`src/design/sfla_pkg.sv`:
```
// ============================================================================
// sfla_pkg
// Shared types, constants and helpers for the segment free-list allocator.
// ============================================================================
package sfla_pkg;

   localparam int FREE_ENTRIES = 64;
   localparam int SEG_ENTRIES  = 64;
   localparam int ADDR_BITS    = 16;

   localparam int MAX_ENTRIES = (FREE_ENTRIES > SEG_ENTRIES) ? FREE_ENTRIES : SEG_ENTRIES;
   localparam int IDX_W       = $clog2(MAX_ENTRIES);
   localparam int FIDX_W      = $clog2(FREE_ENTRIES);
   localparam int SIDX_W      = (SEG_ENTRIES > 1) ? $clog2(SEG_ENTRIES) : 1;
   localparam int FCNT_W      = $clog2(FREE_ENTRIES + 1);
   localparam int SCNT_W      = $clog2(SEG_ENTRIES + 1);
   localparam int CMP_W       = 33;

   localparam int SIZE_W      = 16;
   localparam int OWNER_W     = 16;
   localparam int ADDR_OUT_W  = 16;
   localparam int STATUS_W    = 3;
   localparam int FREED_W     = 7;
   localparam int CSR_IDX_W   = 2;
   localparam int CSR_DATA_W  = 16;

   localparam logic [SIZE_W-1:0]    DEFAULT_MEMORY_SIZE = 16'd1000;
   localparam logic [FREED_W-1:0]   FREED_MAX           = '1;
   localparam logic [ADDR_BITS-1:0] ADDR_MASK           = '1;

   typedef enum logic [STATUS_W-1:0] {
      ST_OK        = 3'd0,
      ST_NO_FIT    = 3'd1,
      ST_SEG_FULL  = 3'd2,
      ST_UNKNOWN   = 3'd3,
      ST_FREE_FULL = 3'd4
   } status_type;

   typedef enum logic [CSR_IDX_W-1:0] {
      CSR_MEMORY_SIZE    = 2'd0,
      CSR_PLACEMENT_MODE = 2'd1
   } csr_index_type;

   typedef enum logic {
      KIND_CREATE  = 1'b0,
      KIND_DESTROY = 1'b1
   } kind_type;

   typedef enum logic {
      MODE_FIRST_FIT = 1'b0,
      MODE_WORST_FIT = 1'b1
   } mode_type;

   typedef enum logic [2:0] {
      S_IDLE,
      S_SCAN,
      S_APPLY,
      S_GATHER,
      S_FILL,
      S_DONE
   } state_type;

   typedef struct packed {
      logic                 valid;
      logic [ADDR_BITS-1:0] start;
      logic [ADDR_BITS-1:0] length;
   } free_entry_type;

   typedef struct packed {
      logic                 valid;
      logic [OWNER_W-1:0]   owner;
      logic [ADDR_BITS-1:0] start;
      logic [SIZE_W-1:0]    length;
   } seg_entry_type;

   typedef struct packed {
      logic                 shift;
      logic                 clear;
      logic                 init_en;
      logic [ADDR_BITS-1:0] init_len;
   } free_ctl_type;

   typedef struct packed {
      logic shift;
      logic clear;
   } seg_ctl_type;

   function automatic logic [ADDR_BITS-1:0] clip_size(input logic [SIZE_W-1:0] size);
      logic [ADDR_BITS-1:0] res;
      if (CMP_W'(size) > CMP_W'(ADDR_MASK)) begin
         res = ADDR_MASK;
      end else begin
         res = ADDR_BITS'(size);
      end
      return res;
   endfunction

endpackage

```
`src/design/sfla_seg_cell.sv`:
```
// ============================================================================
// sfla_seg_cell
// One segment table entry; loads its neighbor's entry on each shift.
// ============================================================================
module sfla_seg_cell
   import sfla_pkg::*;
(
   input  logic          clock,
   input  seg_ctl_type   ctl,
   input  seg_entry_type entry_in,
   output seg_entry_type entry_out
);

   logic          valid_ff;
   seg_entry_type data_ff;

   always_ff @(posedge clock) begin
      if (ctl.clear) begin
         valid_ff <= 1'b0;
      end else if (ctl.shift) begin
         valid_ff <= entry_in.valid;
      end
   end

   always_ff @(posedge clock) begin
      if (ctl.shift) begin
         data_ff <= entry_in;
      end
   end

   always_comb begin
      entry_out       = data_ff;
      entry_out.valid = valid_ff;
   end

endmodule

```
`config.mk`:
```
export PLATFORM = sky130hd
export DESIGN_NAME = sfla_seg_cell
export DESIGN_NICKNAME = d
export VERILOG_FILES = /design/src/design/sfla_pkg.sv /design/src/design/sfla_seg_cell.sv
export SDC_FILE = /design/constraint.sdc
export NUM_CORES = 1
export LEC_CHECK = 0
export BUFFER_PORTS_ARGS = -buffer_cell sky130_fd_sc_hd__buf_2
export CAP_MARGIN = 25
export CORE_AREA = 2 2 47 92
export DETAILED_ROUTE_END_ITERATION = 8
export DIE_AREA = 0 0 49 94
export PLACE_DENSITY = 0.74
export SYNTH_ARGS = -nofsm -noshare
export SYNTH_HDL_FRONTEND = slang
export SYNTH_SLANG_ARGS = --single-unit
```
`constraint.sdc`:
```
create_clock -name clock -period 0.8 [get_ports clock]
set_input_delay 0.12 -clock clock [delete_from_list [all_inputs] [get_ports clock]]
set_output_delay 0.12 -clock clock [all_outputs]
set_load 0.05 [all_outputs]
```
* Yosys cells after proc, flatten, opt, wreduce, memory -nomap -nowiden
Cells that the tools add are included.
Storage, ports and cells: flip-flop bits (word level) 49, output and inout bits 49, bits in latches 0, memories kept 0, memory bits (writable) 0, input port bits 52, memory bits (read-only) 0
Cells by class: reductions and logical operators 0, equality and inequality tests 0, bitwise operators 0, $add $sub $neg 0, mux-type cells 0, divide/modulo/power cells 0, shift-type cells 0, $mul 0, magnitude comparators 0

* Logic depth before layout (Yosys ltp)
depth in word-level cells 0, mapped depth 2

* Least setup slack after synthesis
OpenSTA, ideal clock, no wires.
path type reg2out, start register data_ff, in the netlist entry_out[0], end output entry_out[0] in the netlist's numbering, required time 0.680 ns, data arrival time 0.601 ns, buffers on the path 0, path slack 0.079 ns, stages on the path, launching flop included 1, cells stage by stage edfxtp_1
RTL lines:
- start: declaration | RTL line sfla_seg_cell.sv:15 | seg_entry_type data_ff;
- start signal: assignment | RTL line sfla_seg_cell.sv:27 | data_ff <= entry_in;
- end: declaration | RTL line sfla_seg_cell.sv:11 | output seg_entry_type entry_out
No word-level cell between the ends.

* Worst setup path in the final report
start register data_ff, in the netlist entry_out[37], end output entry_out[37] in the netlist's numbering
No word-level cell between the ends.

==> out/results.tsv <==
stage	metric	value	unit
setup_path	slowest_stage	edfxtp_1	
synth	syn_inst	52	
synth	synth-seq-cells	49	
synth	synth_seq_area_share	0.986	
timing	fin_crit	1.01	ns
setup_path	cp.required	0.68	ns
grt	grt-ovfl-total	0	
clocking	numCtsBuffers	5	
setup_path	crit_family	flip-flops	
detailed_routing	drt_first_pass_iters	4	
detailed_routing	ant_nets	0	
detailed_routing	post_drt_via_cell_ratio	4.17	
synth	synth_fa_ha_area_frac	0	
finish	design_area	2830	µm²
run_status	outcome	complete, but fails checks	
timing	finalWorstSetupSlack	-0.207	ns
finish	drive_gt1_frac	0.571	
power	powerDensity	2120	nW/µm²
timing	fmax	993	MHz
synth	synth_xor_area_frac	0	
finish	diodes	0	
clocking	cts_max_path_buffers	2	
finish	layout.cells.non_filler	249	
clocking	clk_latency	0.28	ns
placed_design	dp_slack	-0.0329	ns
grt	first_global_vias	1106	
detailed_routing	drtIter0Drc	22	
power	ir_drop	1.79	mV
die	die_height	94	µm
run	drv_cap	0	
detailed_routing	wl_per_cell	14.7	µm
placed_design	place_inst	208	
detailed_routing	routed_wl	3650	µm
detailed_routing	num_vias	1039	
clocking	clk_pin_slew	0.08	ns
run_status	violations	setup timing	
clocking	cts.sinks	49	
synth	synth_compound_area_frac	0	
worst_hold_path	hold_class	input port to flop	
clocking	htree_levels	2	
grt	grt_max_degree	21	
synth	synth_fp_nets	104	
synth	synth.avg_cell_area	28.5	µm²
setup_path	worstPathCellList	buf_6	
die	io_pins	101	
die	coreArea	3880	µm²
synth	yosys_warnings	0	
setup_path	crit_type	flop to output pin	
finish	utilization	0.728	
timing	finalHoldViolCount	0	
synth	synthesis.area	1480	µm²
timing	tightest_slew	0.148	ns
timing	hold-worst-slack	0.0108	ns
timing	rsz0062_at_grt	true	
placed_design	io_buffers	100	
finish	areaGrowthSynthToFinish	90.8	%
grt	track_usage	0.162	
grt	antenna_found_initial	0	
timing	clock_skew	0	ns
power	leakagePower	0.00120	µW
placed_design	placed_area	2100	µm²
placed_design	gp_congestion	0.671	
timing	slew_headroom	0.898	
setup_path	crit_buf_inv	1	
die	initial_utilization	0.382	
finish	fillers	273	
die	dieArea	4610	µm²
die	rows	32	
finish	nNetsFinal	249	
grt	grt_pass1_wl	5220	µm
synth	synth-simple-area-share	0.00253	
setup_path	crit_fanout	1	
die	die_x	49	µm
timing	period_share	1.26	
synth	ys_types	5	
synth	yosys-mux-area-fraction	0.00675	
setup_path	end_kind	output pin	
setup_path	critPathLaunchType	flop	
clocking	cts_root_buf	clkbuf_8	
setup_path	slowest_delay	0.42	ns
timing	setup_viol	49	
setup_path	cp.arrival	0.89	ns
timing	drv_slew	0	
synth	synth_top_family_by_area	multiplexers	
detailed_routing	drc	0	
clocking	cts_tree	yes	
routing by layer:
metal  global-route usage  wire length, µm  part of all wire
met1                0.141             1140              0.31
met2                0.307             2240              0.61
met3               0.0430              186             0.051
met4                0.110               89             0.024
met5                    0                0                 0
synthesized netlist by cell type (all sizes together):
library cell  instances  area [µm²]
nor2                  1        3.75
buf                   1        7.51
edfxtp               48        1440
dfxtp                 1        20.0
mux2i                 1        10.0
sequential cells by signal, indices dropped and copies added (netlist names):
name,count
entry_out,48
valid_ff,1
power by group:
| part | internal, µW | leakage (µW) | switching (µW) | total, µW |
|---|---|---|---|---|
| Combinational | 580 | 0.000677 | 881 | 1460 |
| Sequential | 3040 | 0.000478 | 96.3 | 3140 |
| Clock | 705 | 0.0000455 | 694 | 1400 |
kinds of logic (layout without fill, tap and decap cells):
| family | Yosys count | after routing |
|---|---|---|
| simple gates | 1 | 1 |
| flops | 49 | 49 |
| buf+inv | 1 | 147 |
| mux | 1 | 1 |
worst paths after layout:
kind	start	endpoint	slack, ns	cells after the start
worst max-delay path	entry_out[37]	entry_out[37]	-0.21	1
worst max register to register	valid_ff	valid_ff	0.17	2
worst min register to register	valid_ff	valid_ff	0.53	2
worst min-delay path	entry_in[8]	entry_out[8]	0.01	1
cell usage in the layout (no fill, tap or decap):
cell / count
clkbuf_1: 2
edfxtp_1: 48
buf_2: 51
buf_4: 5
buf_8: 1
nor2_1: 1
clkbuf_8: 6
buf_6: 48
dfxtp_2: 1
mux2i_1: 1
dlygate4sd3_1: 33
buf_12: 1
layout make-up:
class,instances,area (µm²),area share
repair buffers,139,1200,0.424
flip-flops and latches,49,1460,0.517
clock buffers,8,90.1,0.0318
well taps,51,63.8,0.0226
multi-input cells,2,13.8,0.00487
per-stage QoR:
step,setup TNS [ns],power [µW]
finish,-7.90,6000
detailed placement,-0.415,4240
floorplan,0,3870
global route,-9.89,6230
global placement,-0.00896,4220
CTS,-8.48,6020
timing repair:
action / CTS / global route
hold buffers: 27 / 6
resized for setup: 99 / 1
cloned: 0 / 0
endpoints found under the setup margin: 49 / 49
buffers inserted: 0 / 0
endpoints found under the hold margin: 27 / 6
No activity file was read; power rests on OpenSTA's default activity.
