==> src/design/sfla_pkg.sv <==
// ============================================================================
// sfla_pkg
// Shared types, constants and helpers for the segment free-list allocator.
// ============================================================================
package sfla_pkg;

   localparam int FREE_ENTRIES = 64;
   localparam int SEG_ENTRIES  = 64;
   localparam int ADDR_BITS    = 16;

   localparam int MAX_ENTRIES = (FREE_ENTRIES > SEG_ENTRIES) ? FREE_ENTRIES : SEG_ENTRIES;
   localparam int IDX_W       = $clog2(MAX_ENTRIES);
   localparam int FIDX_W      = $clog2(FREE_ENTRIES);
   localparam int SIDX_W      = (SEG_ENTRIES > 1) ? $clog2(SEG_ENTRIES) : 1;
   localparam int FCNT_W      = $clog2(FREE_ENTRIES + 1);
   localparam int SCNT_W      = $clog2(SEG_ENTRIES + 1);
   localparam int CMP_W       = 33;

   localparam int SIZE_W      = 16;
   localparam int OWNER_W     = 16;
   localparam int ADDR_OUT_W  = 16;
   localparam int STATUS_W    = 3;
   localparam int FREED_W     = 7;
   localparam int CSR_IDX_W   = 2;
   localparam int CSR_DATA_W  = 16;

   localparam logic [SIZE_W-1:0]    DEFAULT_MEMORY_SIZE = 16'd1000;
   localparam logic [FREED_W-1:0]   FREED_MAX           = '1;
   localparam logic [ADDR_BITS-1:0] ADDR_MASK           = '1;

   typedef enum logic [STATUS_W-1:0] {
      ST_OK        = 3'd0,
      ST_NO_FIT    = 3'd1,
      ST_SEG_FULL  = 3'd2,
      ST_UNKNOWN   = 3'd3,
      ST_FREE_FULL = 3'd4
   } status_type;

   typedef enum logic [CSR_IDX_W-1:0] {
      CSR_MEMORY_SIZE    = 2'd0,
      CSR_PLACEMENT_MODE = 2'd1
   } csr_index_type;

   typedef enum logic {
      KIND_CREATE  = 1'b0,
      KIND_DESTROY = 1'b1
   } kind_type;

   typedef enum logic {
      MODE_FIRST_FIT = 1'b0,
      MODE_WORST_FIT = 1'b1
   } mode_type;

   typedef enum logic [2:0] {
      S_IDLE,
      S_SCAN,
      S_APPLY,
      S_GATHER,
      S_FILL,
      S_DONE
   } state_type;

   typedef struct packed {
      logic                 valid;
      logic [ADDR_BITS-1:0] start;
      logic [ADDR_BITS-1:0] length;
   } free_entry_type;

   typedef struct packed {
      logic                 valid;
      logic [OWNER_W-1:0]   owner;
      logic [ADDR_BITS-1:0] start;
      logic [SIZE_W-1:0]    length;
   } seg_entry_type;

   typedef struct packed {
      logic                 shift;
      logic                 clear;
      logic                 init_en;
      logic [ADDR_BITS-1:0] init_len;
   } free_ctl_type;

   typedef struct packed {
      logic shift;
      logic clear;
   } seg_ctl_type;

   function automatic logic [ADDR_BITS-1:0] clip_size(input logic [SIZE_W-1:0] size);
      logic [ADDR_BITS-1:0] res;
      if (CMP_W'(size) > CMP_W'(ADDR_MASK)) begin
         res = ADDR_MASK;
      end else begin
         res = ADDR_BITS'(size);
      end
      return res;
   endfunction

endpackage

==> src/design/sfla_free_cell.sv <==
// ============================================================================
// sfla_free_cell
// One free-block table entry; loads its neighbor's entry on each shift.
// ============================================================================
module sfla_free_cell
   import sfla_pkg::*;
(
   input  logic           clock,
   input  free_ctl_type   ctl,
   input  free_entry_type entry_in,
   output free_entry_type entry_out
);

   free_entry_type entry_ff;

   always_ff @(posedge clock) begin
      if (ctl.clear) begin
         entry_ff.valid  <= ctl.init_en;
         entry_ff.start  <= '0;
         entry_ff.length <= ctl.init_len;
      end else if (ctl.shift) begin
         entry_ff <= entry_in;
      end
   end

   assign entry_out = entry_ff;

endmodule

==> config.mk <==
export PLATFORM = sky130hd
export DESIGN_NAME = sfla_free_cell
export DESIGN_NICKNAME = d
export VERILOG_FILES = /design/src/design/sfla_pkg.sv /design/src/design/sfla_free_cell.sv
export SDC_FILE = /design/constraint.sdc
export NUM_CORES = 1
export LEC_CHECK = 0
export BUFFER_PORTS_ARGS = -buffer_cell sky130_fd_sc_hd__buf_2
export CORE_MARGIN = 1
export CORE_UTILIZATION = 41
export CTS_CLUSTER_DIAMETER = 100
export DETAILED_ROUTE_END_ITERATION = 12
export GPL_TIMING_DRIVEN = 1
export PLACE_DENSITY = 0.76
export SYNTH_ARGS = -nofsm -noshare
export SYNTH_HDL_FRONTEND = slang
export SYNTH_SLANG_ARGS = --single-unit
==> constraint.sdc <==
create_clock -name clock -period 1.58 [get_ports clock]
set_input_delay 0.316 -clock clock [delete_from_list [all_inputs] [get_ports clock]]
set_output_delay 0.316 -clock clock [all_outputs]
set_load 0.01 [all_outputs]
# [Yosys cells after proc, flatten, opt, wreduce, memory -nomap -nowiden]
# Cells that the tools add are included.
# Widths: inputs -> output; s select.
[word_totals] reg_bits=33 ram_bits=0 romBits=0 latch_bits=0 mem_count=0 output_inout_bits=33
[op_classes] n_div=0 eq_ne=0 n_mul=0 n_reduce_logical=1 n_mux=2 n_lt_le_gt_ge=0 bitwise_logic=0 n_addsub=0 shift=0
[ops] cell="$mux 33" n=2
[ops] cell="$reduce_bool 2->1" n=1

# [Logic depth before layout (Yosys ltp)]
# Gate-level depths: netlist (run 1).
[depth] ltp_word=2 ltp_mapped=4 mapped_depth_nobuf=2

# [Worst setup path after synthesis (run 1)]
# OpenSTA, ideal clock, no wires.
[synth_timing] kind="in2reg" from="input ctl[18] (netlist name)" to="register entry_ff (netlist bit entry_out[0]) (enable)" cell_stages=3 setup_ps=374 t_arrival_ps=1031 path_slack_ps=175 n_path_buf=2 path_cell_list="buf_6 > buf_12 > or2_1"
[synth_between] elab_chain_len=1
[synth_rtl] item="start: declaration" line_no="sfla_free_cell.sv:9" rtl="input free_ctl_type ctl,"
[synth_rtl] item="$reduce_bool 2->1 (no source line)"
[synth_rtl] item="end signal: assignment" line_no="sfla_free_cell.sv:22" rtl="entry_ff <= entry_in;"
[synth_rtl] item="end: declaration" line_no="sfla_free_cell.sv:14" rtl="free_entry_type entry_ff;"
# Every way passes these cells.
# A chain may end at the register's enable or synchronous reset.

# [Worst setup path in the final report (run 1)]
[layout_timing] from="register entry_ff (netlist bit entry_out[14])" to="output entry_out[14] (netlist name)"
[layout_rtl] item="end: declaration" line_no="sfla_free_cell.sv:11" rtl="output free_entry_type entry_out"
# No word-level cell between the ends.

==> out/results.txt, run 1 <==
worst r2r path cells: 2
cell family with most CP delay: flip-flops
clock skew: 0 ns
MaxCap Viol Count: 0
Num Clock Sinks: 33
Tot GR Track Use: 16.7%
Worst Tran Pin Value: 0.330 ns
CTS Buf Count: 5
Lkg Pwr: 0.922 nW
clock latency on the worst-skew pair: 0.32 ns
Post-Syn Instances: 95
postcts setup bufs: 0
row cnt: 20
global-route wire length before repair: 4.11 mm
fin area: 1800 um2
Worst Path Buf+Inv: 1
setup violators final: 0
core area: 3030 um2
Port Buf Inserts: 85
Initial DRC Count: 33
met2 usage: 25.6%
Distinct cells, synth: 12
n_diodes: 0
dpl hpwl: 2.07 mm
count leader, synth: edfxtp_1
hold path cells: 3
Die Span Y: 58.2 um
Initial Utilization: 42.8%
Die X: 58.2 um
Clock Root Buffer: clkbuf_4
post-cts resize count: 0
fin. max-slew vios: 0
Syn Std Cell Area: 1300 um2
Hold Crit Start: entry_in[17]
critical path class: reg -> out
I/O pins: 86
Final TNS setup: 0 ns
worst path required time: 1.26 ns
Area Overhead vs Synth: 39.0%
CP Max Fanout: 1
Avg Synthesized Cell Area: 13.6 um2
Longest Clk Path Bufs: 2
Mapped Nets: 148
Setup crit start kind: flip-flop
EDFF count, synth: 17
1st-pass router iterations: 2
cts hold-fix bufs: 0
worst path cell trace: buf_2
final hold viol count: 0
CP max stage delay: 0.39 ns
f_max: 0.844 GHz
post-route minimum period: 1.18 ns
Synth Warn #: 0
Yosys reg bits: 33
status: finished, final reports clean
final wirelength: 2.68 mm
wire length per cell: 11.7 um
P per Cell Area: 957 nW/um2
Synth top cells by count: edfxtp_1, dfxtp_1, mux2i_1, nor2_1, a22o_1
post-synth top area share: 39.4%
Hold Crit Class: in -> reg
initial antenna violation count: 0
biggest area consumer among synthesized cells: edfxtp_1
Overflow after GRT: 0
vias per cell: 4.52
part of the Yosys area used for sequential elements: 64.1%
Overall Power: 1.72 mW
largest net degree at the start of global routing: 20
unrepaired setup endpoints after global routing: no
FF-to-FF End: entry_out[21]
dpl ws: 0.325 ns
Vias: 1035
CP Capture Type: output port
Synth area leaders: edfxtp_1, dfxtp_1, mux2i_1
Synth Flop Type: edfxtp_1
max reg flops: 33
CTS tree: built
Hold Path End: entry_out[17]
Final WS setup: 0.395 ns
DRC Markers: 0
arrival time worst endpoint: 0.87 ns
met3 Resource Use GR: 7.37%
maximum vdd drop: 0.498 mV
Post-DRT Antenna Nets: 0
global route hottest layer: met2
vias in the first global route: 915
clk slew on worst S/H paths: 0.10 ns
CP max stage cell: edfxtp_1
Slew HR: 78.0%
htree depth: 2
NumNets Final: 237
Reg-to-Reg Start: entry_out[21]
met1 GRT Util: 20.6%
dpl cell area: 1750 um2
FF-to-FF setup slack: 0.97 ns
Die Area: 3390 um2
fraction of layout instances using a drive strength above 1: 52.4%
Post-synth ARST share: 0%
GPL Wtd Cong: 0.621
Period Utilization, post-route: 75.0%
[cells in the final DEF, fill, tap and decap left out, types with 2 or more instances in the layout]
master / instances
mux2i_1: 16
nor2_1: 16
o21ai_1: 2
a22o_1: 15
edfxtp_1: 17
buf_4: 3
dfxtp_1: 16
clkbuf_4: 5
nand2_1: 4
buf_2: 85
clkinv_2: 2
[how the worst max path moves through the flow]
stage	startpoint	to	slack [ns]	cells after the start
finish	entry_out[14]	entry_out[14]	0.40	1
global placement	ctl[17]	entry_out[1]	0.39	3
global route	entry_out[14]	entry_out[14]	0.34	1
floorplan	ctl[18]	entry_out[0]	0.18	3
detailed placement	ctl[17]	entry_out[3]	0.33	3
CTS	entry_out[14]	entry_out[14]	0.37	1
[kinds of logic (layout without fill, tap and decap cells)]
group           Yosys count  in the layout  synth area share (%)
flops                    33             33                  64.1
simple gates             22             22                  7.34
compound gates           17             17                  10.9
mux                      16             16                  12.4
buf+inv                   7             97                  5.31
[power breakdown]
part	leakage (nW)	switching (mW)	total, mW	internal [mW]
Clock	0.0320	0.265	0.434	0.169
Combinational	0.580	0.141	0.290	0.150
Sequential	0.310	0.0211	0.999	0.978
[cell type report]
type,instances,area (um2)
clock buffer,6,41.3
sequential,33,831
multi-input combinational,55,397
tap,44,55.1
clock inverter,2,10.0
timing repair buffer,89,468
fill,257,1230
[layer usage]
layer | wire length (um) | part of all wire, %
met2 | 1190 | 44
met5 | 0 | 0
met1 | 1190 | 44
met3 | 273 | 10
met4 | 29 | 1.1
[per-stage QoR]
step	hold WS [ns]	utilization, %	cells
after floorplan	0.463	-	95
after global placement	0.471	57.8	221
after detailed placement	0.481	57.8	221
after CTS	0.203	59.5	229
after global routing	0.202	59.5	229
final	0.219	59.5	229
Note: power is estimated with default switching activity, not from simulation.
==> run 2, diff against run 1 <==
CORE_UTILIZATION = 37   (was 41)
PLACE_DENSITY = 0.72   (was 0.76)
clock period = 1 ns   (was 1.58 ns; I/O delays follow)
==> out/results.txt, run 2 (synthesis results as in run 1) <==
status: finished with violations
failing checks: setup timing
Tot GR Track Use: 17.0%
Setup crit start kind: flip-flop
Pint: 2.11 mW
row cnt: 21
cts hold-fix bufs: 0
Die Span Y: 61.2 um
CTS Buf Count: 5
Period Utilization, post-route: 106%
Sw Ratio: 24.3%
DRC Markers: 0
Die X: 61.2 um
Overflow after GRT: 0
fraction of layout instances using a drive strength above 1: 61.0%
Psw: 0.677 mW
I/O pins: 86
CP Max Fanout: 1
fillers: 299
Area Overhead vs Synth: 49.6%
hold path cells: 3
commonest non-fill, non-tap cell in the layout: buf_2
Initial Utilization: 38.8%
final wirelength: 3.06 mm
htree depth: 2
dpl hpwl: 2.27 mm
clock power share: 24.1%
vias in the first global route: 1035
Final TNS setup: -0.500 ns
combinational power share: 18.6%
Longest Clk Path Bufs: 2
worst r2r path cells: 3
Slew HR: 77.0%
final hold viol count: 0
cell family with most CP delay: flip-flops
P per Cell Area: 1440 nW/um2
global-route wire length before repair: 4.39 mm
arrival time worst endpoint: 0.86 ns
dpl cell area: 1760 um2
Hold Crit Class: in -> reg
MaxCap Viol Count: 0
fin. max-slew vios: 0
1st-pass router iterations: 4
fin cells: 233
fin area: 1940 um2
clock skew: 0 ns
Final WS setup: -0.0587 ns
Vias: 1079
commonest cells after routing, fill and taps aside: buf_2, edfxtp_1
n_diodes: 0
CP max stage cell: edfxtp_1
part of the power in registers: 57.3%
Worst Path Buf+Inv: 1
worst path cell trace: buf_2
Overall Power: 2.79 mW
worst path required time: 0.80 ns
post-route minimum period: 1.06 ns
f_max: 0.945 GHz
total stage count of the critical path: 1
placed insts: 224
initial antenna violation count: 0
Port Buf Inserts: 85
Num Clock Sinks: 33
core area: 3340 um2
CP Capture Type: output port
max reg flops: 33
maximum vdd drop: 0.729 mV
Post-DRT Antenna Nets: 0
clock latency on the worst-skew pair: 0.32 ns
critical path class: reg -> out
largest net degree at the start of global routing: 19
CTS tree: built
Lkg Pwr: 0.950 nW
Initial DRC Count: 38
NumNets Final: 239
dpl ws: -0.0454 ns
unrepaired setup endpoints after global routing: yes
GPL Wtd Cong: 0.652
Die Area: 3740 um2
Worst Tran Pin Value: 0.344 ns
clk slew on worst S/H paths: 0.10 ns
vias per cell: 4.63
wire length per cell: 13.1 um
Clock Root Buffer: clkbuf_4
setup violators final: 17
CP max stage delay: 0.39 ns
[run 2: stage by stage]
stage / utilization [%] / hold WS, ns
final: 58.1 / 0.113
after global routing: 58.1 / 0.0976
after CTS: 56.0 / 0.0919
after detailed placement: 52.8 / 0.451
after global placement: 52.8 / 0.433
after floorplan: - / 0.347
[run 2: cell type report]
class,instances,area [um2],share of cell area [%]
Clock inverter,1,3.75,0.194
Tap cell,46,57.6,2.97
Sequential cell,33,851,43.9
Multi-Input combinational cell,55,399,20.6
Clock buffer,7,45.0,2.32
Timing Repair Buffer,91,583,30.1
[run 2: power by group through the flow]
stage | logic [mW] | registers (mW) | clock network [mW]
2_1_floorplan | 0.180 | 1.68 | 0
3_3_place_gp | 0.460 | 1.61 | 0
3_5_place_dp | 0.477 | 1.61 | 0
4_1_cts | 0.496 | 1.59 | 0.712
5_1_grt | 0.572 | 1.61 | 0.754
6_report | 0.517 | 1.60 | 0.672
[run 2: path summary, 6_finish.rpt]
check	slack, ns	start	to
min reg2reg	0.51	entry_out[25]	entry_out[25]
max	-0.06	entry_out[2]	entry_out[2]
max reg2reg	0.25	entry_out[16]	entry_out[16]
min	0.11	entry_in[19]	entry_out[19]
[run 2: routing by layer]
metal / vias to the layer above / share of wire [%] / global-route usage, %
met2: 63 / 50 / 30.1
met5: - / 0 / 0
li1: 526 / - / -
met4: 0 / 1.0 / 8.77
met3: 4 / 12 / 7.35
met1: 486 / 37 / 16.7
[run 2: timing repair]
| action | CTS | global route |
|---|---|---|
| resized for setup | 20 | 12 |
| buffers inserted | 1 | 0 |
| setup endpoints to repair | 32 | 33 |
==> run 3, diff against run 2 <==
ABC_AREA = 1   (was not set)
CORE_MARGIN = 4   (was 1)
CORE_UTILIZATION = 38   (was 37)
==> out/results.txt, run 3 <==
status: finished with violations
failing checks: setup timing
Distinct cells, synth: 10
row cnt: 21
commonest non-fill, non-tap cell in the layout: buf_2
Syn Std Cell Area: 1380 um2
global-route wire length before repair: 5.24 mm
htree depth: 2
Mapped Nets: 198
arrival time worst endpoint: 0.87 ns
count leader, synth: nand2_1
P per Cell Area: 1420 nW/um2
maximum vdd drop: 0.808 mV
Initial Utilization: 40.3%
CP max stage cell: edfxtp_1
Initial DRC Count: 59
vias in the first global route: 1224
Period Utilization, post-route: 107%
I/O pins: 86
post-synth top area share: 37.1%
part of the Yosys area used for sequential elements: 60.4%
dpl hpwl: 2.61 mm
CTS tree: built
fraction of layout instances using a drive strength above 1: 49.8%
Hold WS: 0.0977 ns
initial antenna violation count: 0
CP Launch Point: entry_out[11]
commonest cells after routing, fill and taps aside: buf_2, nand2_1, nand3_1
Lkg Pwr: 1.06 nW
CP Max Fanout: 1
Port Buf Inserts: 85
Synth top cells by count: nand2_1, nand3_1, edfxtp_1, dfxtp_1, buf_6
Final TNS setup: -0.585 ns
f_max: 0.937 GHz
vias per cell: 4.68
Die Span Y: 68.2 um
worst path required time: 0.80 ns
clk slew on worst S/H paths: 0.09 ns
FF-to-FF setup slack: 0.43 ns
final hold viol count: 0
Reg-to-Reg Start: entry_out[24]
cell family with most CP delay: flip-flops
Worst Path Buf+Inv: 1
clock skew: 0 ns
Post-DRT Antenna Nets: 0
Post-Syn Instances: 145
Die Area: 4650 um2
core area: 3420 um2
total stage count of the critical path: 1
clock latency on the worst-skew pair: 0.32 ns
EDFF count, synth: 17
worst path cell trace: buf_2
final wirelength: 3.54 mm
NumNets Final: 287
wire length per cell: 12.6 um
DRC Markers: 0
GPL Wtd Cong: 0.671
Tot GR Track Use: 15.7%
biggest area consumer among synthesized cells: edfxtp_1
Overflow after GRT: 0
largest net degree at the start of global routing: 22
cts hold-fix bufs: 0
CTS Buf Count: 5
Slew HR: 85.1%
1st-pass router iterations: 4
post-route minimum period: 1.07 ns
Vias: 1316
Die X: 68.2 um
CP max stage delay: 0.40 ns
setup violators final: 17
Num Clock Sinks: 33
Hold Crit Class: in -> reg
Area Overhead vs Synth: 46.7%
Synth Flop Type: edfxtp_1
critical path class: reg -> out
unrepaired setup endpoints after global routing: yes
n_diodes: 0
Hold Crit Start: entry_in[23]
Post-synth ARST share: 0%
CP Capture Type: output port
fin. max-slew vios: 0
FF-to-FF End: entry_out[24]
Final WS setup: -0.0672 ns
Longest Clk Path Bufs: 2
Avg Synthesized Cell Area: 9.48 um2
Clock Root Buffer: clkbuf_4
Yosys reg bits: 33
dpl ws: 0.0107 ns
worst r2r path cells: 2
crit path to: entry_out[11]
Synth Warn #: 0
Worst Tran Pin Value: 0.223 ns
Setup crit start kind: flip-flop
max reg flops: 33
MaxCap Viol Count: 0
Synth area leaders: edfxtp_1, dfxtp_1, nand2_1
## run 3: cell types whose count changed in the layout (fill, tap and decap cells not counted), moves of 2 or more
cell	delta
a22o_1	-15
mux2i_1	-16
nand2_1	+62
nand3_1	+33
nor2_1	-16
o21ai_1	-2
## run 3: logic make-up after synthesis
logic type	synth area share, %
flip-flops	60.4
buffers and inverters	8.10
AND/OR/NAND/NOR	31.5
## run 3: cell type report
type / count / area [um2]
Multi-Input combinational cell: 100 / 433
Fill cell: 320 / 1400
Sequential cell: 33 / 851
Tap cell: 46 / 57.6
Clock buffer: 8 / 58.8
Inverter: 2 / 13.8
Timing Repair Buffer: 92 / 603
## run 3: report_power, final
group,switching [mW],total [mW],internal [mW]
registers,0.0449,1.60,1.55
clock network,0.403,0.750,0.347
logic,0.257,0.518,0.261
## run 3: what timing repair did
item,4_1_cts,5_1_grt
gates resized for setup,21,11
hold endpoints to repair,0,0
setup endpoints to repair,33,33
buffers inserted,0,0
## run 3: routing by layer
| layer | global-route usage, % | vias up | part of all wire [%] |
|---|---|---|---|
| li1 | - | 655 | - |
| met1 | 18.2 | 567 | 40 |
| met2 | 25.3 | 87 | 44 |
| met3 | 6.08 | 7 | 14 |
| met4 | 7.44 | 0 | 1.8 |
| met5 | 0 | - | 0 |
## run 3: how the worst min path moves through the flow
stage | to | cells past startpoint
final | entry_out[23] | 3
after global routing | entry_out[23] | 3
after CTS | entry_out[23] | 3
after detailed placement | entry_out[16] | 2
after global placement | entry_out[26] | 2
after floorplan | entry_out[28] | 2
## run 3: stage by stage
step	total power, mW	instances	cell area, um2	utilization (%)
6_report	2.87	281	2020	59.0
2_1_floorplan	1.86	145	1390	-
4_1_cts	2.87	281	1950	57.0
3_5_place_dp	2.09	273	1840	53.8
3_3_place_gp	2.09	273	1840	53.8
5_1_grt	3.02	281	2020	59.0
