`src/design/sfla_pkg.sv`:
```
// ============================================================================
// sfla_pkg
// Shared types, constants and helpers for the segment free-list allocator.
// ============================================================================
package sfla_pkg;

   localparam int FREE_ENTRIES = 64;
   localparam int SEG_ENTRIES  = 64;
   localparam int ADDR_BITS    = 16;

   localparam int MAX_ENTRIES = (FREE_ENTRIES > SEG_ENTRIES) ? FREE_ENTRIES : SEG_ENTRIES;
   localparam int IDX_W       = $clog2(MAX_ENTRIES);
   localparam int FIDX_W      = $clog2(FREE_ENTRIES);
   localparam int SIDX_W      = (SEG_ENTRIES > 1) ? $clog2(SEG_ENTRIES) : 1;
   localparam int FCNT_W      = $clog2(FREE_ENTRIES + 1);
   localparam int SCNT_W      = $clog2(SEG_ENTRIES + 1);
   localparam int CMP_W       = 33;

   localparam int SIZE_W      = 16;
   localparam int OWNER_W     = 16;
   localparam int ADDR_OUT_W  = 16;
   localparam int STATUS_W    = 3;
   localparam int FREED_W     = 7;
   localparam int CSR_IDX_W   = 2;
   localparam int CSR_DATA_W  = 16;

   localparam logic [SIZE_W-1:0]    DEFAULT_MEMORY_SIZE = 16'd1000;
   localparam logic [FREED_W-1:0]   FREED_MAX           = '1;
   localparam logic [ADDR_BITS-1:0] ADDR_MASK           = '1;

   typedef enum logic [STATUS_W-1:0] {
      ST_OK        = 3'd0,
      ST_NO_FIT    = 3'd1,
      ST_SEG_FULL  = 3'd2,
      ST_UNKNOWN   = 3'd3,
      ST_FREE_FULL = 3'd4
   } status_type;

   typedef enum logic [CSR_IDX_W-1:0] {
      CSR_MEMORY_SIZE    = 2'd0,
      CSR_PLACEMENT_MODE = 2'd1
   } csr_index_type;

   typedef enum logic {
      KIND_CREATE  = 1'b0,
      KIND_DESTROY = 1'b1
   } kind_type;

   typedef enum logic {
      MODE_FIRST_FIT = 1'b0,
      MODE_WORST_FIT = 1'b1
   } mode_type;

   typedef enum logic [2:0] {
      S_IDLE,
      S_SCAN,
      S_APPLY,
      S_GATHER,
      S_FILL,
      S_DONE
   } state_type;

   typedef struct packed {
      logic                 valid;
      logic [ADDR_BITS-1:0] start;
      logic [ADDR_BITS-1:0] length;
   } free_entry_type;

   typedef struct packed {
      logic                 valid;
      logic [OWNER_W-1:0]   owner;
      logic [ADDR_BITS-1:0] start;
      logic [SIZE_W-1:0]    length;
   } seg_entry_type;

   typedef struct packed {
      logic                 shift;
      logic                 clear;
      logic                 init_en;
      logic [ADDR_BITS-1:0] init_len;
   } free_ctl_type;

   typedef struct packed {
      logic shift;
      logic clear;
   } seg_ctl_type;

   function automatic logic [ADDR_BITS-1:0] clip_size(input logic [SIZE_W-1:0] size);
      logic [ADDR_BITS-1:0] res;
      if (CMP_W'(size) > CMP_W'(ADDR_MASK)) begin
         res = ADDR_MASK;
      end else begin
         res = ADDR_BITS'(size);
      end
      return res;
   endfunction

endpackage

```
`src/design/sfla_ctrl.sv`:
```
// ============================================================================
// sfla_ctrl
// Sequencer at the head of both rotating tables: scan, update, release queue.
// ============================================================================
module sfla_ctrl
   import sfla_pkg::*;
(
   input  logic                  clock,
   input  logic                  reset,
   input  logic                  req_valid,
   output logic                  req_ready,
   input  logic                  req_kind,
   input  logic [OWNER_W-1:0]    req_owner,
   input  logic [SIZE_W-1:0]     req_request_size,
   output logic                  rsp_valid,
   input  logic                  rsp_ready,
   output logic [STATUS_W-1:0]   rsp_status,
   output logic [ADDR_OUT_W-1:0] rsp_address,
   output logic [FREED_W-1:0]    rsp_freed_count,
   input  logic                  mode,
   input  free_entry_type        free_head,
   input  seg_entry_type         seg_head,
   output logic                  free_shift,
   output free_entry_type        free_wb,
   output logic                  seg_shift,
   output seg_entry_type         seg_wb
);

   state_type state_ff, state_in;
   logic [IDX_W-1:0] idx_ff, idx_in;
   logic kind_ff;
   logic [OWNER_W-1:0] owner_ff;
   logic [SIZE_W-1:0] reqsz_ff;
   logic found_ff, found_in;
   logic [FIDX_W-1:0] pick_ff, pick_in;
   logic [ADDR_BITS-1:0] best_start_ff, best_start_in;
   logic [ADDR_BITS-1:0] best_len_ff, best_len_in;
   logic slot_found_ff, slot_found_in;
   logic [SIDX_W-1:0] slot_ff, slot_in;
   logic [SCNT_W-1:0] total_ff, total_in;
   logic [SCNT_W-1:0] nonzero_ff, nonzero_in;
   logic [FCNT_W-1:0] empty_ff, empty_in;
   logic [STATUS_W-1:0] res_status_ff, res_status_in;
   logic [ADDR_OUT_W-1:0] res_addr_ff, res_addr_in;
   logic [FREED_W-1:0] res_freed_ff, res_freed_in;
   logic rsp_valid_ff;
   logic [STATUS_W-1:0] rsp_status_ff;
   logic [ADDR_OUT_W-1:0] rsp_address_ff;
   logic [FREED_W-1:0] rsp_freed_ff;

   logic [ADDR_BITS-1:0] q_start_ff [SEG_ENTRIES];
   logic [SIZE_W-1:0]    q_len_ff   [SEG_ENTRIES];
   logic [SCNT_W-1:0]    q_cnt_ff, q_cnt_in;
   logic                 q_push, q_pop;

   logic free_act, seg_act, pass_last, fit, better, match, load_rsp;
   logic [ADDR_BITS-1:0] new_len;
   logic [ADDR_BITS-1:0] new_start;

   assign free_act  = ({1'b0, idx_ff} < (IDX_W+1)'(FREE_ENTRIES));
   assign seg_act   = ({1'b0, idx_ff} < (IDX_W+1)'(SEG_ENTRIES));
   assign pass_last = (idx_ff == IDX_W'(MAX_ENTRIES - 1));
   assign fit       = free_head.valid && (CMP_W'(free_head.length) >= CMP_W'(reqsz_ff));
   assign match     = seg_head.valid && (seg_head.owner == owner_ff);
   assign new_len   = ADDR_BITS'(CMP_W'(free_head.length) - CMP_W'(reqsz_ff));
   assign new_start = ADDR_BITS'(CMP_W'(free_head.start) + CMP_W'(reqsz_ff));
   assign load_rsp  = !rsp_valid_ff || rsp_ready;

   always_comb begin
      if (!found_ff) begin
         better = 1'b1;
      end else if (mode == MODE_FIRST_FIT) begin
         better = free_head.start < best_start_ff;
      end else begin
         better = (free_head.length > best_len_ff) ||
                  ((free_head.length == best_len_ff) && (free_head.start < best_start_ff));
      end
   end

   always_comb begin
      state_in      = state_ff;
      idx_in        = idx_ff;
      found_in      = found_ff;
      pick_in       = pick_ff;
      best_start_in = best_start_ff;
      best_len_in   = best_len_ff;
      slot_found_in = slot_found_ff;
      slot_in       = slot_ff;
      total_in      = total_ff;
      nonzero_in    = nonzero_ff;
      empty_in      = empty_ff;
      res_status_in = res_status_ff;
      res_addr_in   = res_addr_ff;
      res_freed_in  = res_freed_ff;
      q_cnt_in      = q_cnt_ff;
      q_push        = 1'b0;
      q_pop         = 1'b0;
      free_shift    = 1'b0;
      seg_shift     = 1'b0;
      free_wb       = free_head;
      seg_wb        = seg_head;
      req_ready     = 1'b0;

      case (state_ff)
         S_IDLE: begin
            req_ready = 1'b1;
            if (req_valid) begin
               state_in      = S_SCAN;
               idx_in        = '0;
               found_in      = 1'b0;
               slot_found_in = 1'b0;
               total_in      = '0;
               nonzero_in    = '0;
               empty_in      = '0;
               res_status_in = ST_OK;
               res_addr_in   = '0;
               res_freed_in  = '0;
            end
         end
         S_SCAN: begin
            free_shift = free_act;
            seg_shift  = seg_act;
            idx_in     = idx_ff + 1'b1;
            if (free_act) begin
               if (fit && better) begin
                  found_in      = 1'b1;
                  pick_in       = FIDX_W'(idx_ff);
                  best_start_in = free_head.start;
                  best_len_in   = free_head.length;
               end
               if (!free_head.valid) begin
                  empty_in = empty_ff + 1'b1;
               end
            end
            if (seg_act) begin
               if (!seg_head.valid && !slot_found_ff) begin
                  slot_found_in = 1'b1;
                  slot_in       = SIDX_W'(idx_ff);
               end
               if (match) begin
                  total_in = total_ff + 1'b1;
                  if (seg_head.length != '0) begin
                     nonzero_in = nonzero_ff + 1'b1;
                  end
               end
            end
            if (pass_last) begin
               idx_in = '0;
               if (kind_ff == KIND_CREATE) begin
                  if (!found_in) begin
                     res_status_in = ST_NO_FIT;
                     state_in      = S_DONE;
                  end else if (!slot_found_in) begin
                     res_status_in = ST_SEG_FULL;
                     state_in      = S_DONE;
                  end else begin
                     state_in = S_APPLY;
                  end
               end else begin
                  if (total_in == '0) begin
                     res_status_in = ST_UNKNOWN;
                     state_in      = S_DONE;
                  end else if (CMP_W'(nonzero_in) > CMP_W'(empty_in)) begin
                     res_status_in = ST_FREE_FULL;
                     state_in      = S_DONE;
                  end else begin
                     res_freed_in = (CMP_W'(total_in) > CMP_W'(FREED_MAX)) ?
                                    FREED_MAX : FREED_W'(total_in);
                     state_in     = S_GATHER;
                  end
               end
            end
         end
         S_APPLY: begin
            free_shift = free_act;
            seg_shift  = seg_act;
            idx_in     = idx_ff + 1'b1;
            if (free_act && (idx_ff == IDX_W'(pick_ff))) begin
               free_wb.valid  = (new_len != '0);
               free_wb.length = new_len;
               free_wb.start  = (new_len != '0) ? new_start : '0;
            end
            if (seg_act && (idx_ff == IDX_W'(slot_ff))) begin
               seg_wb.valid  = 1'b1;
               seg_wb.owner  = owner_ff;
               seg_wb.start  = best_start_ff;
               seg_wb.length = reqsz_ff;
            end
            if (pass_last) begin
               idx_in        = '0;
               res_addr_in   = ADDR_OUT_W'(best_start_ff);
               state_in      = S_DONE;
            end
         end
         S_GATHER: begin
            seg_shift = seg_act;
            idx_in    = idx_ff + 1'b1;
            if (seg_act && match) begin
               seg_wb.valid = 1'b0;
               if (seg_head.length != '0) begin
                  q_push   = 1'b1;
                  q_cnt_in = q_cnt_ff + 1'b1;
               end
            end
            if (pass_last) begin
               idx_in   = '0;
               state_in = S_FILL;
            end
         end
         S_FILL: begin
            free_shift = free_act;
            idx_in     = idx_ff + 1'b1;
            if (free_act && !free_head.valid && (q_cnt_ff != '0)) begin
               q_pop          = 1'b1;
               q_cnt_in       = q_cnt_ff - 1'b1;
               free_wb.valid  = 1'b1;
               free_wb.start  = q_start_ff[0];
               free_wb.length = ADDR_BITS'(q_len_ff[0]);
            end
            if (pass_last) begin
               idx_in   = '0;
               state_in = S_DONE;
            end
         end
         S_DONE: begin
            if (load_rsp) begin
               state_in = S_IDLE;
            end
         end
         default: begin
            state_in = S_IDLE;
         end
      endcase
   end

   always_ff @(posedge clock) begin
      if (reset) begin
         state_ff     <= S_IDLE;
         rsp_valid_ff <= 1'b0;
         q_cnt_ff     <= '0;
      end else begin
         state_ff <= state_in;
         q_cnt_ff <= q_cnt_in;
         if (state_ff == S_DONE && load_rsp) begin
            rsp_valid_ff <= 1'b1;
         end else if (rsp_ready) begin
            rsp_valid_ff <= 1'b0;
         end
      end
   end

   always_ff @(posedge clock) begin
      idx_ff        <= idx_in;
      found_ff      <= found_in;
      pick_ff       <= pick_in;
      best_start_ff <= best_start_in;
      best_len_ff   <= best_len_in;
      slot_found_ff <= slot_found_in;
      slot_ff       <= slot_in;
      total_ff      <= total_in;
      nonzero_ff    <= nonzero_in;
      empty_ff      <= empty_in;
      res_status_ff <= res_status_in;
      res_addr_ff   <= res_addr_in;
      res_freed_ff  <= res_freed_in;
      if (state_ff == S_IDLE && req_valid) begin
         kind_ff  <= req_kind;
         owner_ff <= req_owner;
         reqsz_ff <= req_request_size;
      end
      if (state_ff == S_DONE && load_rsp) begin
         rsp_status_ff  <= res_status_ff;
         rsp_address_ff <= res_addr_ff;
         rsp_freed_ff   <= res_freed_ff;
      end
   end

   // release queue: push at fill level, pop shifts toward the head
   always_ff @(posedge clock) begin
      for (int i = 0; i < SEG_ENTRIES; i++) begin
         if (q_push && (q_cnt_ff == SCNT_W'(i))) begin
            q_start_ff[i] <= seg_head.start;
            q_len_ff[i]   <= seg_head.length;
         end else if (q_pop && (i < SEG_ENTRIES - 1)) begin
            q_start_ff[i] <= q_start_ff[(i < SEG_ENTRIES - 1) ? i + 1 : i];
            q_len_ff[i]   <= q_len_ff[(i < SEG_ENTRIES - 1) ? i + 1 : i];
         end
      end
   end

   assign rsp_valid       = rsp_valid_ff;
   assign rsp_status      = rsp_status_ff;
   assign rsp_address     = rsp_address_ff;
   assign rsp_freed_count = rsp_freed_ff;

endmodule

```
`config.mk`:
```
export PLATFORM = sky130hd
export DESIGN_NAME = sfla_ctrl
export DESIGN_NICKNAME = d
export VERILOG_FILES = /design/src/design/sfla_pkg.sv /design/src/design/sfla_ctrl.sv
export SDC_FILE = /design/constraint.sdc
export NUM_CORES = 2
export LEC_CHECK = 0
export ABC_AREA = 1
export ABC_CLOCK_PERIOD_IN_PS = 4500
export BUFFER_PORTS_ARGS = -buffer_cell sky130_fd_sc_hd__clkbuf_2
export CAP_MARGIN = 20
export CORE_MARGIN = 5
export CORE_UTILIZATION = 56
export CTS_CLUSTER_DIAMETER = 50
export DETAILED_ROUTE_END_ITERATION = 10
export PLACE_DENSITY = 0.78
export SLEW_MARGIN = 20
export SYNTH_ARGS = -nofsm -noshare
export SYNTH_HDL_FRONTEND = slang
export SYNTH_SLANG_ARGS = --single-unit
```
`constraint.sdc`:
```
create_clock -name clock -period 4.5 [get_ports clock]
set_input_delay 0.225 -clock clock [delete_from_list [all_inputs] [get_ports clock]]
set_output_delay 0.225 -clock clock [all_outputs]
set_load 0.02 [all_outputs]
```
Yosys cells after proc, flatten, opt, wreduce, memory -nomap -nowiden --
Memory sizes are Yosys's and may differ from the RTL's. Index checks and enable logic that the tools add are counted.
Storage, ports and cells: bits in registers 169, memory bits (writable) 2048, bits of input ports 120, output and inout bits 112, logic and storage cells 812, memories 2
Memory list:
- q_len_ff | depth 64, width 16, read ports 64, clocked after memory_dff 0, wr ports 63, RTL line sfla_ctrl.sv:52 | logic [SIZE_W-1:0] q_len_ff [SEG_ENTRIES];
- q_start_ff | depth 64, width 16, read ports 64, clocked after memory_dff 0, wr ports 63, RTL line sfla_ctrl.sv:51 | logic [ADDR_BITS-1:0] q_start_ff [SEG_ENTRIES];
Operators by class: add/subtract/negate cells 8, magnitude comparators 4, equality and inequality tests 87, mux-type cells 459, bitwise logic cells 126, reduce and logical (&&, ||, !) cells 104
Operators by type and width (count):
- two-way mux 16 bit | 131
- two-way mux 1 bit | 275
- == test 7 x 6 -> 1 bit, second input constant | 32
- OR 1 bit | 126
- == test 7 x 5 -> 1 bit, second input constant | 16
- two-way mux 7 bit | 15
- logical AND 1 bit | 72
- case mux 7 bit (2 select lines) | 5
- two-way mux 33 bit | 2
- case mux 33 bit (2 select lines) | 1
- == test 7 x 4 -> 1 bit, second input constant | 8
- two-way mux 3 bit | 17
- two-way mux 49 bit | 1
- two-way mux 48 bit | 1
- == test 16 bit | 2
- case mux 16 bit (2 select lines) | 1
- nonzero test 16 bit | 2
- OR reduction 16 bit | 2
- adder 7 x 1 -> 7 bit, second input constant | 4
- == test 7 x 3 -> 1 bit, second input constant | 4
- two-way mux 6 bit | 4
- inequality test 2 bit, second input constant | 11
- adder 16 bit | 1
- greater-or-equal comparator 16 bit | 1
- other kinds (33) | 54

Longest topological paths before layout --
depth after elaboration 12, depth in mapped cells 23, gate-level depth less buffers 23

Worst setup path after synthesis --
No wires, ideal clock.
kind flip-flop to flip-flop, from register owner_ff[1], to memory q_len_ff[6][4] (netlist: q_len_ff[0][100]) (enable), arrival 3.846 ns, data required time 4.034 ns, slack 0.189 ns, cell stages (with the launch flop) 13, buffers on the path 1, clock period less this slack 4.311 ns, cell sequence edfxtp_1 nand2_1 nand2_1 nor2_1 nand2_1 nor2_2 nand3_2 nor2_4 nand2_2 clkinv_2 nand2_1 clkbuf_1 o21ai_0
RTL lines:
- from (decl) | RTL line sfla_ctrl.sv:32 | logic [OWNER_W-1:0] owner_ff;
- from (signal assigned) | RTL line sfla_ctrl.sv:268 | owner_ff <= req_owner;
- to (decl) | RTL line sfla_ctrl.sv:52

==> flow_metrics.env <==
export IMPL_drc=0
export IMPL_synth_seq_area_share=0.737
export IMPL_slowest_stage="buf_4"
export IMPL_drt_wirelength_per_cell_um=20.9
export IMPL_layout_min_cycle_time_ns=4.28
export IMPL_clk_pin_slew_ns=0.07
export IMPL_comb_power_share=0.081
export IMPL_wl_um=217000
export IMPL_die_y_um=411
export IMPL_place_gp_congestion=0.914
export IMPL_tns_ns=0
export IMPL_synth_top_family_by_area="simple AND/OR/NAND/NOR gates"
export IMPL_ant_nets=0
export IMPL_power_frac_seq=0.526
export IMPL_slew_violations=0
export IMPL_dp_hpwl_um=124000
export IMPL_status="completed"
export IMPL_synth_cell_types=54
export IMPL_antenna_found_initial=7
export IMPL_synth_compound_area_share=0.0159
export IMPL_avgViaCountPerCell=5.59
export IMPL_place_inst=9898
export IMPL_synthAdderAreaFrac=0.0113
export IMPL_syn_cell_area_sq_um=90100
export IMPL_vias=58200
export IMPL_clkPwrFrac=0.393
export IMPL_clk_path_buf_depth=3
export IMPL_worst_pin_slew_ns=1.15
export IMPL_dr_first_iter_drc_count=6881
export IMPL_clock_skew_ns=0.0435
export IMPL_path_class="register to output port"
export IMPL_cts_buffers=215
export IMPL_cap_violations=0
export IMPL_synth_area_leader_cell="edfxtp_1"
export IMPL_cellLeakagePower_nw=37.5
export IMPL_worstPathArrival_ns=4.06
export IMPL_synthCells=7851
export IMPL_grt_pass1_vias=57500
export IMPL_drive_gt1_frac=0.0973
export IMPL_hold_viol=0
export IMPL_final_cell_count_no_fill=10400
export IMPL_grt_pass1_wl_um=333000
export IMPL_async_flop_share=0
export IMPL_yosys_area_share_xor_xnor=0.00514
export IMPL_fin_nets=8261
export IMPL_p_int_w=0.0341
export IMPL_required_ns=4.28
export IMPL_grt_util_all_layers=0.254
export IMPL_multi_input_comb_area_sq_um=21200
export IMPL_chipWidth_um=411
export IMPL_cp_common_cell="nand2_1"
export IMPL_rsz0062_at_grt="no"
export IMPL_numClockSinks=2217
export IMPL_max_freq_ghz=0.234
export IMPL_ys_ff_latch=2217
export IMPL_relSlewSlack=0.228
export IMPL_yosys_top_cells_area="edfxtp_1, nand2_1, buf_2"
export IMPL_cellPowerDensity_nw_per_um2=442
export IMPL_synthMuxAreaShare=0.00236
export IMPL_hold_class="primary input to register"
export IMPL_regArea_sq_um=66500
export IMPL_ys_flop_type="edfxtp_1"
export IMPL_post_synth_top_count_cell="nand2_1"
export IMPL_clockRootBuffer="clkbuf_16"
export IMPL_fin_crit_sh=0.951
export IMPL_cp_max_fo=105
export IMPL_nFillCells=11700
export IMPL_critical_path_max_stage_delay_ns=0.45
export IMPL_avgSynthCellArea_sq_um=11.5
export IMPL_numPortBuffers=231
export IMPL_synth_simple_gate_area_share=0.194
export IMPL_placementRows=147
export IMPL_cts_tree="built"
export IMPL_initial_core_util=0.562
export IMPL_dr_pass1_iters=8
export IMPL_cp_start_kind="register"
export IMPL_p_switching_w=0.0107
export IMPL_switching_share=0.240
export IMPL_synth_edf_count=2206
export IMPL_peakVddDrop_mv=0.356
export IMPL_finalSetupViolations=0
export IMPL_io_pins=232
export IMPL_grt_overflow=0
export IMPL_die_area_sq_um=169000
export IMPL_yosys_top_cells_count="nand2_1, edfxtp_1, buf_2"
export IMPL_crit_path_end_kind="output port"
export IMPL_synth_warning_count=0
export IMPL_syn2layout_area_growth_pct=12.5
export IMPL_grt_max_degree=247
export IMPL_synth_nets=8051
export IMPL_synth_top_area_frac=0.735
export IMPL_core_area_sq_um=160000
export IMPL_worstPathCellList="inv_1 > ha_1 > inv_1 > nor2_1 > nand2_1 > nand2_1 > nor2_4 > buf_16 > buf_4 > nand2_1 > o211ai_1 > clkbuf_2"
export IMPL_h_tree_depth=4
export IMPL_insertion_delay_ns=0.86
## state kept, by name, indices dropped and copies added, names as in the netlist, 3 cells and up
name,flops
best_start_ff,16
q_cnt_ff,7
owner_ff,16
q_len_ff,1024
pick_ff,6
slot_ff,6
idx_ff,6
rsp_status,3
nonzero_ff,7
total_ff,7
rsp_address,16
empty_ff,7
res_status_ff,3
res_addr_ff,16
reqsz_ff,16
q_start_ff,1024
state_ff,3
rsp_freed_count,7
res_freed_ff,7
best_len_ff,16
## area by class of cell
class / count / share of cell area
Multi-Input combinational cell: 4969 / 0.209
Inverter: 211 / 0.00787
Clock inverter: 140 / 0.0129
Timing Repair Buffer: 447 / 0.0329
Tap cell: 2160 / 0.0267
Sequential cell: 2217 / 0.656
Antenna cell: 4 / 0.0000987
Clock buffer: 262 / 0.0550
## power by group through the flow
stage               Sequential [W]  Clock, W  Combinational [W]
finish                      0.0236    0.0176            0.00361
global route                0.0236    0.0187            0.00398
CTS                         0.0236    0.0178            0.00361
detailed placement          0.0240         0            0.00350
global placement            0.0240         0            0.00344
floorplan                   0.0239         0            0.00227
## worst paths after layout
check / start / to / slack (ns) / cells past startpoint
min: req_request_size[2] / reqsz_ff[2]$_DFFE_PP_ / 0.10 / 2
max reg2reg: owner_ff[6]$_DFFE_PP_ / res_freed_ff[1]$_DFFE_PP_ / 0.56 / 20
max: q_cnt_ff[0]$_SDFFE_PP0P_ / free_wb[7] / 0.22 / 12
min reg2reg: res_freed_ff[2]$_DFFE_PP_ / rsp_freed_count[2]$_DFFE_PP_ / 0.42 / 0
## per-layer routing
| metal | track usage | routed length, um |
|---|---|---|
| met2 | 0.408 | 103000 |
| met4 | 0.0779 | 6330 |
| met5 | 0 | 23 |
| met3 | 0.0451 | 19700 |
| met1 | 0.361 | 88300 |
## through the flow
stage / instance area (sq um) / hold slack (ns) / setup WS, ns / util / power, W
2_1_floorplan: 90100 / 0.294 / 0.189 / - / 0.0262
3_3_place_gp: 93300 / 0.402 / 0.532 / 0.582 / 0.0274
3_5_place_dp: 93400 / 0.404 / 0.502 / 0.582 / 0.0275
4_1_cts: 101000 / 0.0290 / 0.0153 / 0.631 / 0.0449
5_1_grt: 101000 / 0.0716 / 0.0463 / 0.632 / 0.0463
6_report: 101000 / 0.104 / 0.220 / 0.632 / 0.0448
## repair_timing
item                                    4_1_cts  5_1_grt
buffers inserted                              0        2
gates resized for setup                       0        1
endpoints found under the setup margin        0       21
hold buffers                                102        0
endpoints found under the hold margin       131        0
## worst max-delay path, delay by kind of cell, from the launching register on
family | cells | cell delay [ns]
compound gates | 1 | 0.17
buf+inv | 5 | 1.30
fa+ha+maj | 1 | 0.22
flops | 1 | 0.44
simple gates | 5 | 1.00
## cell families (layout without fill, tap and decap cells)
kind of cell | Yosys count | after routing
flip-flops | 2217 | 2217
adder cells (fa/ha/maj) | 80 | 80
AND/OR/NAND/NOR | 4568 | 4568
buffers and inverters | 665 | 1060
XOR/XNOR | 52 | 52
multiplexers | 19 | 19
AO/OA/AOI/OAI | 250 | 250
other | 0 | 4
## placed cells by master, fill, tap and decap left out, types with 6 or more instances in the layout
| master | instances |
|---|---|
| nand2_1 | 4302 |
| nor3_1 | 12 |
| nor2_1 | 125 |
| edfxtp_1 | 2206 |
| mux2_1 | 9 |
| bufinv_16 | 14 |
| nand2_4 | 32 |
| clkinv_1 | 50 |
| clkinv_2 | 40 |
| nand3_1 | 32 |
| o21ai_0 | 54 |
| ha_1 | 78 |
| clkbuf_2 | 231 |
| clkbuf_16 | 217 |
| nand3_2 | 11 |
| o211ai_1 | 8 |
| o21ai_1 | 15 |
| nor2_4 | 6 |
| a21oi_1 | 55 |
| xnor2_1 | 16 |
| o21ai_4 | 8 |
| inv_2 | 11 |
| dfxtp_1 | 11 |
| xor2_1 | 35 |
| clkinvlp_4 | 7 |
| clkbuf_1 | 46 |
| buf_12 | 18 |
| inv_6 | 9 |
| dlygate4sd3_1 | 102 |
| mux2_2 | 9 |
| inv_1 | 198 |
| nand4_1 | 28 |
| a22oi_1 | 23 |
| o21ai_2 | 57 |
| buf_4 | 92 |
Note: power is estimated with default switching activity, not from simulation.
